**src/rtl/pcz_pkg.sv**
```systemverilog
`timescale 1ns / 1ps
// ----------------------------------------------------------------------------
// pcz_pkg
// Shared types, constants and key table decode for the host key to
// keyboard matrix mapper.
// ----------------------------------------------------------------------------
package pcz_pkg;

    localparam int NUM_KEYS   = 40;
    localparam int STICK_W    = 5;
    localparam int KEY_W      = 8;
    localparam int IN_TDATA_W = 16;
    localparam int OUT_TDATA_W = 48;

    localparam logic [KEY_W-1:0] KEY_SHIFT     = 8'h10;
    localparam logic [KEY_W-1:0] KEY_CTRL      = 8'h11;
    localparam logic [KEY_W-1:0] NUMPAD_FIRST  = 8'h60;
    localparam logic [KEY_W-1:0] NUMPAD_LAST   = 8'h69;
    localparam logic [KEY_W-1:0] NO_TARGET     = 8'd255;
    localparam logic [KEY_W-1:0] LONG_OFFSET   = 8'd132;
    localparam logic [KEY_W-1:0] CAPS_KEY      = 8'd0;
    localparam logic [KEY_W-1:0] SYM_SHIFT     = 8'd36;
    localparam logic [KEY_W-1:0] KEY_LIMIT     = 8'd40;

    typedef struct packed {
        logic             hit;
        logic [KEY_W-1:0] first;
        logic [KEY_W-1:0] second;
        logic [KEY_W-1:0] offset;
    } lookup_t;

    function automatic lookup_t mk(logic [KEY_W-1:0] f, logic [KEY_W-1:0] s,
                                   logic [5:0] idx);
        lookup_t r;
        r.hit    = 1'b1;
        r.first  = f;
        r.second = s;
        r.offset = 8'(idx) * 8'd3;
        return r;
    endfunction

    function automatic lookup_t no_hit();
        lookup_t r;
        r = '0;
        return r;
    endfunction

    function automatic logic [STICK_W-1:0] stick_bit(logic [3:0] idx);
        logic [STICK_W-1:0] b;
        case (idx)
            4'd2:    b = 5'd4;
            4'd4:    b = 5'd2;
            4'd5:    b = 5'd16;
            4'd6:    b = 5'd1;
            4'd8:    b = 5'd8;
            default: b = 5'd0;
        endcase
        return b;
    endfunction

    // Rows shared by the control and plain tables up to the space bar.
    function automatic logic [6:0] base_row(logic [KEY_W-1:0] key);
        logic [6:0] r;
        case (key)
            KEY_CTRL: r = {1'b1, 6'd0};
            8'h5A:    r = {1'b1, 6'd1};
            8'h58:    r = {1'b1, 6'd2};
            8'h43:    r = {1'b1, 6'd3};
            8'h56:    r = {1'b1, 6'd4};
            8'h41:    r = {1'b1, 6'd5};
            8'h53:    r = {1'b1, 6'd6};
            8'h44:    r = {1'b1, 6'd7};
            8'h46:    r = {1'b1, 6'd8};
            8'h47:    r = {1'b1, 6'd9};
            8'h51:    r = {1'b1, 6'd10};
            8'h57:    r = {1'b1, 6'd11};
            8'h45:    r = {1'b1, 6'd12};
            8'h52:    r = {1'b1, 6'd13};
            8'h54:    r = {1'b1, 6'd14};
            8'h31:    r = {1'b1, 6'd15};
            8'h32:    r = {1'b1, 6'd16};
            8'h33:    r = {1'b1, 6'd17};
            8'h34:    r = {1'b1, 6'd18};
            8'h35:    r = {1'b1, 6'd19};
            8'h30:    r = {1'b1, 6'd20};
            8'h39:    r = {1'b1, 6'd21};
            8'h38:    r = {1'b1, 6'd22};
            8'h37:    r = {1'b1, 6'd23};
            8'h36:    r = {1'b1, 6'd24};
            8'h50:    r = {1'b1, 6'd25};
            8'h4F:    r = {1'b1, 6'd26};
            8'h49:    r = {1'b1, 6'd27};
            8'h55:    r = {1'b1, 6'd28};
            8'h59:    r = {1'b1, 6'd29};
            8'h0D:    r = {1'b1, 6'd30};
            8'h4C:    r = {1'b1, 6'd31};
            8'h4B:    r = {1'b1, 6'd32};
            8'h4A:    r = {1'b1, 6'd33};
            8'h48:    r = {1'b1, 6'd34};
            8'h20:    r = {1'b1, 6'd35};
            default:  r = 7'd0;
        endcase
        return r;
    endfunction

    function automatic lookup_t search_ctrl(logic [KEY_W-1:0] key);
        lookup_t    r;
        logic [6:0] b;
        b = base_row(key);
        if (b[6])
        begin
            r = mk(8'd0, 8'(b[5:0]), b[5:0]);
        end
        else
        begin
            case (key)
                KEY_SHIFT: r = mk(8'd0, 8'd36, 6'd36);
                8'h4D:     r = mk(8'd0, 8'd37, 6'd37);
                8'h4E:     r = mk(8'd0, 8'd38, 6'd38);
                8'h42:     r = mk(8'd0, 8'd39, 6'd39);
                default:   r = no_hit();
            endcase
        end
        return r;
    endfunction

    function automatic lookup_t search_plain(logic [KEY_W-1:0] key);
        lookup_t    r;
        logic [6:0] b;
        b = base_row(key);
        if (b[6])
        begin
            r = mk(NO_TARGET, 8'(b[5:0]), b[5:0]);
        end
        else
        begin
            case (key)
                8'h4D:   r = mk(NO_TARGET, 8'd37, 6'd36);
                8'h4E:   r = mk(NO_TARGET, 8'd38, 6'd37);
                8'h42:   r = mk(NO_TARGET, 8'd39, 6'd38);
                8'd8:    r = mk(8'd0, 8'd20, 6'd39);
                8'd37:   r = mk(8'd0, 8'd19, 6'd40);
                8'd38:   r = mk(8'd0, 8'd23, 6'd41);
                8'd39:   r = mk(8'd0, 8'd22, 6'd42);
                8'd40:   r = mk(8'd0, 8'd24, 6'd43);
                8'd186:  r = mk(8'd36, 8'd26, 6'd44);
                8'd222:  r = mk(8'd36, 8'd23, 6'd45);
                8'd219:  r = mk(8'd36, 8'd29, 6'd46);
                8'd221:  r = mk(8'd36, 8'd28, 6'd47);
                8'd188:  r = mk(8'd36, 8'd38, 6'd48);
                8'd190:  r = mk(8'd36, 8'd37, 6'd49);
                8'd191:  r = mk(8'd36, 8'd4, 6'd50);
                8'd189:  r = mk(8'd36, 8'd33, 6'd51);
                8'd187:  r = mk(8'd36, 8'd31, 6'd52);
                8'd220:  r = mk(8'd36, 8'd7, 6'd53);
                default: r = no_hit();
            endcase
        end
        return r;
    endfunction

    // The shift table has ten padding rows between the letter rows and
    // the punctuation rows; they never match but shift the row numbers.
    function automatic lookup_t search_shift(logic [KEY_W-1:0] key);
        lookup_t r;
        case (key)
            KEY_CTRL: r = mk(8'd36, 8'd0, 6'd0);
            8'h5A:    r = mk(8'd36, 8'd1, 6'd1);
            8'h58:    r = mk(8'd36, 8'd2, 6'd2);
            8'h43:    r = mk(8'd36, 8'd3, 6'd3);
            8'h56:    r = mk(8'd36, 8'd4, 6'd4);
            8'h41:    r = mk(8'd36, 8'd5, 6'd5);
            8'h53:    r = mk(8'd36, 8'd6, 6'd6);
            8'h44:    r = mk(8'd36, 8'd7, 6'd7);
            8'h46:    r = mk(8'd36, 8'd8, 6'd8);
            8'h47:    r = mk(8'd36, 8'd9, 6'd9);
            8'h51:    r = mk(8'd36, 8'd10, 6'd10);
            8'h57:    r = mk(8'd36, 8'd11, 6'd11);
            8'h45:    r = mk(8'd36, 8'd12, 6'd12);
            8'h52:    r = mk(8'd36, 8'd13, 6'd13);
            8'h54:    r = mk(8'd36, 8'd14, 6'd14);
            8'h31:    r = mk(8'd36, 8'd15, 6'd15);
            8'h32:    r = mk(8'd36, 8'd16, 6'd16);
            8'h33:    r = mk(8'd36, 8'd17, 6'd17);
            8'h34:    r = mk(8'd36, 8'd18, 6'd18);
            8'h35:    r = mk(8'd36, 8'd19, 6'd19);
            8'h50:    r = mk(8'd36, 8'd25, 6'd20);
            8'h4F:    r = mk(8'd36, 8'd26, 6'd21);
            8'h49:    r = mk(8'd36, 8'd27, 6'd22);
            8'h55:    r = mk(8'd36, 8'd28, 6'd23);
            8'h59:    r = mk(8'd36, 8'd29, 6'd24);
            8'h0D:    r = mk(8'd36, 8'd30, 6'd25);
            8'h4C:    r = mk(8'd36, 8'd31, 6'd26);
            8'h4B:    r = mk(8'd36, 8'd32, 6'd27);
            8'h4A:    r = mk(8'd36, 8'd33, 6'd28);
            8'h48:    r = mk(8'd36, 8'd34, 6'd29);
            8'h20:    r = mk(8'd36, 8'd35, 6'd30);
            8'h4D:    r = mk(8'd36, 8'd37, 6'd31);
            8'h4E:    r = mk(8'd36, 8'd38, 6'd32);
            8'h42:    r = mk(8'd36, 8'd39, 6'd33);
            8'd186:   r = mk(8'd36, 8'd1, 6'd44);
            8'd222:   r = mk(8'd36, 8'd25, 6'd45);
            8'd219:   r = mk(8'd36, 8'd8, 6'd46);
            8'd221:   r = mk(8'd36, 8'd9, 6'd47);
            8'd188:   r = mk(8'd36, 8'd13, 6'd48);
            8'd190:   r = mk(8'd36, 8'd14, 6'd49);
            8'd191:   r = mk(8'd36, 8'd3, 6'd50);
            8'd189:   r = mk(8'd36, 8'd20, 6'd51);
            8'd187:   r = mk(8'd36, 8'd32, 6'd52);
            8'd220:   r = mk(8'd36, 8'd6, 6'd53);
            8'h36:    r = mk(8'd36, 8'd23, 6'd54);
            8'h37:    r = mk(8'd36, 8'd24, 6'd55);
            8'h38:    r = mk(8'd36, 8'd39, 6'd56);
            8'h39:    r = mk(8'd36, 8'd22, 6'd57);
            8'h30:    r = mk(8'd36, 8'd21, 6'd58);
            default:  r = no_hit();
        endcase
        return r;
    endfunction

    function automatic logic [NUM_KEYS-1:0] drive_key(logic [NUM_KEYS-1:0] m,
                                                      logic [KEY_W-1:0] k,
                                                      logic down);
        logic [NUM_KEYS-1:0] r;
        r = m;
        if (k < KEY_LIMIT)
        begin
            r[k[5:0]] = ~down;
        end
        return r;
    endfunction

endpackage

```
**src/rtl/pcz_key_lookup.sv**
```systemverilog
`timescale 1ns / 1ps
// ----------------------------------------------------------------------------
// pcz_key_lookup
// Table search: the shift table first when shift is held, then the control
// or plain table.
// ----------------------------------------------------------------------------
module pcz_key_lookup
    import pcz_pkg::*;
(
    input  logic [KEY_W-1:0] key,
    input  logic             shift_down,
    input  logic             ctrl_down,
    output lookup_t          entry
);

    lookup_t shift_entry;
    lookup_t other_entry;

    always_comb
    begin
        shift_entry = search_shift(key);
        other_entry = ctrl_down ? search_ctrl(key) : search_plain(key);
        if (shift_down && shift_entry.hit)
        begin
            entry = shift_entry;
        end
        else
        begin
            entry = other_entry;
        end
    end

endmodule

```
**src/rtl/pc_key_to_zx_matrix_mapper_core.sv**
```systemverilog
`timescale 1ns / 1ps
// ----------------------------------------------------------------------------
// pc_key_to_zx_matrix_mapper_core
// Maps host key events onto an emulated 8x5 keyboard matrix and joystick.
// ----------------------------------------------------------------------------
// Each slave transaction carries one host key event. The block answers every
// event with exactly one master transaction that holds the whole 40-bit
// active-low matrix, the 5-bit joystick register and a match flag.
// An event is captured in an input register, decoded against the key tables
// and applied to the matrix state, and the result is held in an output
// register. Throughput is one event per cycle while the receiver does not
// stall; the state update of one event completes before the next event is
// decoded, so events may follow each other back to back.
// When the receiver stalls, the output register holds its transaction and
// one more event waits in the input register; s_tready then drops until
// the result is taken.
// Reset releases all matrix keys, clears the joystick, the remembered key
// and the previous entry, and empties both registers.
// ----------------------------------------------------------------------------
module pc_key_to_zx_matrix_mapper_core
    import pcz_pkg::*;
(
    input  logic                   clk,
    input  logic                   rst_n,
    input  logic                   s_tvalid,
    output logic                   s_tready,
    // key_code[7:0], key_pressed[8], shift_down[9], ctrl_down[10],
    // last_key_down[11], zero[15:12]
    input  logic [IN_TDATA_W-1:0]  s_tdata,
    output logic                   m_tvalid,
    input  logic                   m_tready,
    // matrix_bits[39:0], joystick_bits[44:40], matched[45], zero[47:46]
    output logic [OUT_TDATA_W-1:0] m_tdata
);

    logic                in_valid_reg;
    logic [KEY_W-1:0]    key_code_reg;
    logic                key_pressed_reg;
    logic                shift_down_reg;
    logic                ctrl_down_reg;
    logic                last_key_down_reg;

    logic [NUM_KEYS-1:0] key_matrix_reg;
    logic [NUM_KEYS-1:0] key_matrix_next;
    logic [STICK_W-1:0]  stick_reg;
    logic [STICK_W-1:0]  stick_next;
    logic [KEY_W-1:0]    remembered_reg;
    logic [KEY_W-1:0]    remembered_next;
    logic [KEY_W-1:0]    prev_first_reg;
    logic [KEY_W-1:0]    prev_first_next;
    logic [KEY_W-1:0]    prev_second_reg;
    logic [KEY_W-1:0]    prev_second_next;
    logic [KEY_W-1:0]    prev_offset_reg;
    logic [KEY_W-1:0]    prev_offset_next;
    logic                matched_next;

    logic                out_valid_reg;
    logic [NUM_KEYS-1:0] out_matrix_reg;
    logic [STICK_W-1:0]  out_stick_reg;
    logic                out_matched_reg;

    logic                advance;
    logic                numpad;
    logic [KEY_W-1:0]    eff_key;
    logic                eff_down;
    lookup_t             entry;

    assign advance  = in_valid_reg && (!out_valid_reg || m_tready);
    assign s_tready = !in_valid_reg || advance;
    assign m_tvalid = out_valid_reg;
    assign m_tdata  = {2'b00, out_matched_reg, out_stick_reg, out_matrix_reg};

    assign numpad   = (key_code_reg >= NUMPAD_FIRST) && (key_code_reg <= NUMPAD_LAST);
    assign eff_key  = (key_code_reg == KEY_SHIFT) ? remembered_reg : key_code_reg;
    assign eff_down = (key_code_reg == KEY_SHIFT) ? last_key_down_reg : key_pressed_reg;

    pcz_key_lookup u_lookup
    (
        .key        (eff_key),
        .shift_down (shift_down_reg),
        .ctrl_down  (ctrl_down_reg),
        .entry      (entry)
    );

    always_comb
    begin
        logic [NUM_KEYS-1:0] m;
        logic [STICK_W-1:0]  b;
        m                = key_matrix_reg;
        b                = stick_bit(key_code_reg[3:0]);
        stick_next       = stick_reg;
        remembered_next  = remembered_reg;
        prev_first_next  = prev_first_reg;
        prev_second_next = prev_second_reg;
        prev_offset_next = prev_offset_reg;
        matched_next     = 1'b0;
        if (numpad)
        begin
            stick_next   = key_pressed_reg ? (stick_reg | b) : (stick_reg & ~b);
            matched_next = 1'b1;
        end
        else
        begin
            if ((eff_key != KEY_CTRL) && (eff_key != KEY_SHIFT))
            begin
                remembered_next = eff_key;
            end
            if (entry.hit)
            begin
                matched_next = 1'b1;
                if (prev_offset_reg >= LONG_OFFSET)
                begin
                    m = drive_key(m, prev_first_reg, 1'b0);
                    m = drive_key(m, prev_second_reg, 1'b0);
                end
                if (entry.first == NO_TARGET)
                begin
                    m = drive_key(m, CAPS_KEY, 1'b0);
                    m = drive_key(m, SYM_SHIFT, 1'b0);
                end
                else
                begin
                    m = drive_key(m, entry.first, eff_down);
                end
                m                = drive_key(m, entry.second, eff_down);
                prev_first_next  = entry.first;
                prev_second_next = entry.second;
                prev_offset_next = entry.offset;
            end
        end
        key_matrix_next = m;
    end

    always_ff @(posedge clk or negedge rst_n)
    begin
        if (!rst_n)
        begin
            in_valid_reg    <= 1'b0;
            out_valid_reg   <= 1'b0;
            key_matrix_reg  <= '1;
            stick_reg       <= '0;
            remembered_reg  <= '0;
            prev_first_reg  <= '0;
            prev_second_reg <= '0;
            prev_offset_reg <= '0;
        end
        else
        begin
            if (s_tready)
            begin
                in_valid_reg <= s_tvalid;
            end
            if (advance)
            begin
                out_valid_reg   <= 1'b1;
                key_matrix_reg  <= key_matrix_next;
                stick_reg       <= stick_next;
                remembered_reg  <= remembered_next;
                prev_first_reg  <= prev_first_next;
                prev_second_reg <= prev_second_next;
                prev_offset_reg <= prev_offset_next;
            end
            else if (m_tready)
            begin
                out_valid_reg <= 1'b0;
            end
        end
    end

    always_ff @(posedge clk)
    begin
        if (s_tvalid && s_tready)
        begin
            key_code_reg      <= s_tdata[7:0];
            key_pressed_reg   <= s_tdata[8];
            shift_down_reg    <= s_tdata[9];
            ctrl_down_reg     <= s_tdata[10];
            last_key_down_reg <= s_tdata[11];
        end
        if (advance)
        begin
            out_matrix_reg  <= key_matrix_next;
            out_stick_reg   <= stick_next;
            out_matched_reg <= matched_next;
        end
    end

endmodule

```
**config.mk**
```make
export PLATFORM = sky130hd
export DESIGN_NAME = pc_key_to_zx_matrix_mapper_core
export DESIGN_NICKNAME = d
export VERILOG_FILES = /design/src/rtl/pcz_pkg.sv /design/src/rtl/pcz_key_lookup.sv /design/src/rtl/pc_key_to_zx_matrix_mapper_core.sv
export SDC_FILE = /design/constraint.sdc
export NUM_CORES = 1
export LEC_CHECK = 0
export BUFFER_PORTS_ARGS = -buffer_cell sky130_fd_sc_hd__buf_2
export CAP_MARGIN = 40
export CORE_ASPECT_RATIO = 1.4
export CORE_MARGIN = 5
export CORE_UTILIZATION = 30
export CTS_BUF_LIST = sky130_fd_sc_hd__clkbuf_8
export CTS_CLUSTER_DIAMETER = 30
export DETAILED_ROUTE_END_ITERATION = 12
export SLEW_MARGIN = 20
export SYNTH_ARGS = -nofsm -noshare
export SYNTH_HDL_FRONTEND = slang
export SYNTH_SLANG_ARGS = --single-unit
```
**constraint.sdc**
```tcl
create_clock -name clk -period 16.1 [get_ports clk]
set_clock_uncertainty 0.05 [all_clocks]
set_input_delay 3.22 -clock clk [delete_from_list [all_inputs] [get_ports clk]]
set_output_delay 3.22 -clock clk [all_outputs]
set_load 0.005 [all_outputs]
```
==> results by stage <==
Clock tree:
- The number of buffers inserted to repair setup after CTS is 0.
- No sink is reached through more buffers than the 2 on the longest clock path.
- The number of sinks on the clock net is 127.
- The number of clock buffers added by TritonCTS is 17.
- The total of hold buffers inserted after clock tree synthesis is 0.
- The post-CTS resize count is 0.
- The library cell used as clock root buffer is clkbuf_8.
- The H-tree generated during clock tree synthesis spans 4 levels.
- The clock tree from TritonCTS is built.
- The clock slew at the register clock pins of the worst setup and hold paths is 0.09 ns.
- The clock latency on the worst-skew pair is 0.47 ns.

Die:
- The initial core utilization is 0.303.
- The core region is 30700 um2.
- The floorplan has 76 rows.
- From bottom edge to top edge, the die measures 218 um.
- The die covers 34700 um2.
- The width of the chip is 159 um.
- The top-level port count is 70.

STA:
- For this run, the top clock speed supported by timing is 0.143 GHz.
- The worst slew margin relative to its limit is 0.391.
- Setup violations remaining at the end of the flow were counted as 0.
- Setup repair after global routing left no endpoint under its margin.
- The number of pins with negative max-slew slack in the final report was 0.
- The final critical delay including setup and external delays is 7.00 ns.
- The final count of hold timing violations was 0.
- The slew at the pin closest to its max-slew limit is 0.910 ns.
- After routing, the total negative slack on setup checks comes to 0 ns.
- Of the available clock period, the critical path in the final layout requires 0.435.

Route:
- The first TritonRoute pass finished after 5 iterations.
- After detailed routing, the number of remaining DRC violations is 0.
- The first routing iteration left 731 violations.
- The final layout contains routed wiring with a total length of 34800 um.
- For this block, the via count after detailed routing is 9081.
- The post-route antenna net violation count is 0.
- The detailed-route wire length per cell is 23.2 um.
- After detailed routing, the number of vias per cell comes to 6.05.

Synthesis:
- In this run, distinct cell masters in the synthesized netlist total 95.
- By area, the combinational part of the netlist is dominated by compound AO/OA/AOI/OAI gates.
- Counting every instance in the synthesized netlist gives 1074.
- Of the total synthesized cell area, the portion taken by XOR and XNOR cells is 0.00377.
- Sorting the synthesized cells by area gives the leading types as edfxtp_1 19%, dfstp_2 11%, dfrtp_1 7.8%, nor2_1 5.7%, a211oi_1 3.7%.
- Of the synthesized area, sequential elements account for 0.378.
- Of the post-synthesis cell area, the dominant cell type holds 0.187.
- Yosys mapped a number of flops with a built-in enable equal to 58.
- The fraction of the mapped netlist area in simple logic gates is 0.216.
- The synthesis warning total is 0.
- The biggest area consumer among synthesized cells is edfxtp_1.
- For this run, the leading register cell type out of synthesis is edfxtp_1.
- The synthesized-area fraction occupied by ao, oa, aoi and oai cells came to 0.297.
- The post-synthesis register bit count is 127.
- Measured against the total synthesized area, the mux share comes to 0.0233.
- The proportion of synthesized flip-flops having asynchronous set or reset is 0.543.
- Of the total synthesized cell area, the portion taken by full adders, half adders and majority gates is 0.0210.
- Dividing the synthesized area by the synthesized cell count gives 8.66 um2.
- After synthesis the cells add up to 9300 um2.

Worst setup path:
- Walking the worst path, the cells encountered are nor2_1, a41oi_1, inv_1, ha_1, o21ai_0, o22ai_1, a2bb2oi_1, nor3_1, nand4_1, o21ai_4, mux2_4, nor2_2, a221oi_1, a211oi_1.
- STA classifies the critical path endpoint as a register.
- The data required time of the worst path is 16.32 ns.
- For the worst setup path, the data arrival time is 7.22 ns.
- The largest fanout of any net on the critical path is 23.
- For this design, the slowest cell found on the critical path is edfxtp_1.
- The critical path is of the register to register type.
- For this run, the slowest stage of the critical path takes 0.83 ns.
- The worst setup path is launched from a register.

Global routing:
- The total overflow left after global routing is 0.
- The number of antenna violations at the first check in global routing is 0.
- For this run, the total global-route usage over all layers was measured as 0.191.
- The wire length of the first global-routing pass is 52400 um.
- The via count of the first global-routing pass is 8646.
- Entering global routing, the biggest net connects 54 pins.

Power and ir drop:
- The net switching share of the total power is 0.354.
- The cell leakage power is 3.84 nW.
- The switching power is 0.325 mW.
- The share of total power dissipated in sequential elements is 0.439.
- The worst supply voltage drop on vdd is 43.0 uV.
- The share of total power dissipated in combinational logic is 0.227.
- Of the total power, the clock network draws 0.334.
- The internal power component is 0.594 mW.
- Dividing total power by cell area gives a power density of 88.5 nW/um2.

Placement:
- The count of buffers added on input and output ports is 63.
- The placed cell count is 1467.
- The routability congestion estimate from global placement is 0.994.
- The half-perimeter wire length of the detailed placement result is 25700 um.
- After detailed placement, the total cell area comes to 9940 um2.

Layout:
- The layout cell share with drive strength beyond 1 is 0.208.
- 0 antenna diodes ended up in the layout.
- The number of nets at the end of the flow is 1134.
- Once layout is done, the placed cells without fillers occupy 10400 um2.
- Compared with the post-synthesis result, the final layout area differs by 11.6%.
- The final instance count without filler cells is 1502.

Status:
- The flow ran to the end, and the final reports show no timing, DRC or antenna violations.

Job:
- The tool flagged a number of max-cap violations equal to 0.

Hold path:
- The worst hold path belongs to the class register to register.
[worst paths after layout]
path                                      start  depth (start not counted)                 end  slack (ns)
worst max-delay path            key_code_reg[2]                         14  out_matrix_reg[11]        9.10
worst min-delay path               stick_reg[2]                          2        stick_reg[2]        0.43
worst max register to register  key_code_reg[2]                         14  out_matrix_reg[11]        9.10
worst min register to register     stick_reg[2]                          2        stick_reg[2]        0.43
max in group asynchronous                 rst_n                          3  key_matrix_reg[37]       12.59
min in group asynchronous                 rst_n                          2  prev_offset_reg[7]        2.75
[metrics by stage]
stage / worst slack [ns] / power [mW] / hold slack (ns) / util
after global routing: 8.71 / 0.962 / 0.450 / 0.338
final: 9.10 / 0.918 / 0.430 / 0.338
after floorplan: 9.44 / 0.541 / 0.390 / -
after global placement: 9.14 / 0.612 / 0.406 / 0.322
after CTS: 9.05 / 0.923 / 0.434 / 0.337
after detailed placement: 9.09 / 0.616 / 0.410 / 0.323
[synthesized netlist by cell type (5+ instances only)]
| cell type | count |
|---|---|
| a211oi_1 | 46 |
| a21o_1 | 8 |
| a21oi_1 | 61 |
| a221oi_1 | 38 |
| a22oi_1 | 11 |
| a311oi_1 | 29 |
| a31o_2 | 9 |
| a31oi_1 | 19 |
| a41oi_1 | 7 |
| and2_1 | 8 |
| and3_1 | 12 |
| buf_2 | 15 |
| buf_4 | 11 |
| buf_6 | 7 |
| clkbuf_1 | 55 |
| dfrtp_1 | 29 |
| dfstp_2 | 40 |
| edfxtp_1 | 58 |
| ha_1 | 14 |
| inv_1 | 25 |
| mux2_2 | 7 |
| mux2i_1 | 8 |
| nand2_1 | 89 |
| nand2b_1 | 11 |
| nand3_1 | 30 |
| nand4_1 | 10 |
| nand4b_1 | 5 |
| nor2_1 | 141 |
| nor2_2 | 6 |
| nor2b_1 | 12 |
| nor3_1 | 16 |
| nor3b_1 | 5 |
| nor4_1 | 11 |
| nor4b_1 | 5 |
| o2111ai_1 | 5 |
| o211ai_1 | 10 |
| o21a_1 | 5 |
| o21ai_0 | 67 |
| o22ai_1 | 10 |
| o31ai_1 | 12 |
| or2_2 | 8 |
| or4_1 | 6 |
[routing by layer]
layer  vias up  wire length (um)  GRT usage
met4         0              1770     0.0881
met2       360             17700      0.344
met3       107              1510     0.0275
met5         -                 0          0
met1      4435             13800      0.224
li1       4179                 -          -
[cell families (layout without fill, tap and decap cells)]
group                      Yosys count  after routing
and+or+nand+nor                    402            402
AOI/OAI and AO/OA                  386            386
DFF                                127            127
buffers and inverters              120            157
muxes                               19             19
adders and majority gates           15             15
xor gates and xnor gates             4              4
other                                1              2
[power by group through the flow]
stage	Combinational [mW]	Clock (mW)	Sequential, mW
3_5_place_dp	0.206	0	0.409
4_1_cts	0.207	0.313	0.403
2_1_floorplan	0.142	0	0.399
6_report	0.209	0.306	0.403
3_3_place_gp	0.203	0	0.408
5_1_grt	0.227	0.327	0.407
[critical path, delay by kind of cell, from the launching register on]
| kind | cells | cell delay (ns) |
|---|---|---|
| adder cells (fa/ha/maj) | 1 | 0.50 |
| AO/OA/AOI/OAI | 7 | 2.67 |
| multiplexers | 1 | 0.42 |
| flip-flops | 1 | 0.83 |
| buffers and inverters | 1 | 0.19 |
| AND/OR/NAND/NOR | 4 | 2.12 |
[final cells by class]
cell class	instances	area, um2
clock buffer	18	248
clock inverter	14	169
fill	3248	20300
inverter	28	105
multi-input combinational	828	5260
sequential	127	3520
tap	390	488
timing repair buffer	97	593
[cell usage in the layout (no fill, tap or decap), types with 6 or more instances in the layout]
cell type	count
nand2b_1	11
and3_1	12
o31ai_1	11
o22ai_1	10
a211oi_1	46
buf_4	28
dfrtp_1	29
mux2i_1	8
nor3_1	16
inv_1	25
and2_1	8
nor4_1	10
inv_6	7
ha_1	14
or2_2	8
a31oi_1	19
o21ai_0	67
nand2_1	89
a311oi_1	29
nand3_1	30
a21o_1	8
or4_1	6
dfstp_2	40
buf_2	65
nor2_1	141
nor2b_1	12
a22oi_1	11
mux2_2	7
a31o_2	9
edfxtp_1	58
a21oi_1	60
a41oi_1	7
o211ai_1	10
nand4_1	10
nor2_2	6
a221oi_1	38
clkbuf_8	18
(Power assumes the default switching activity.)
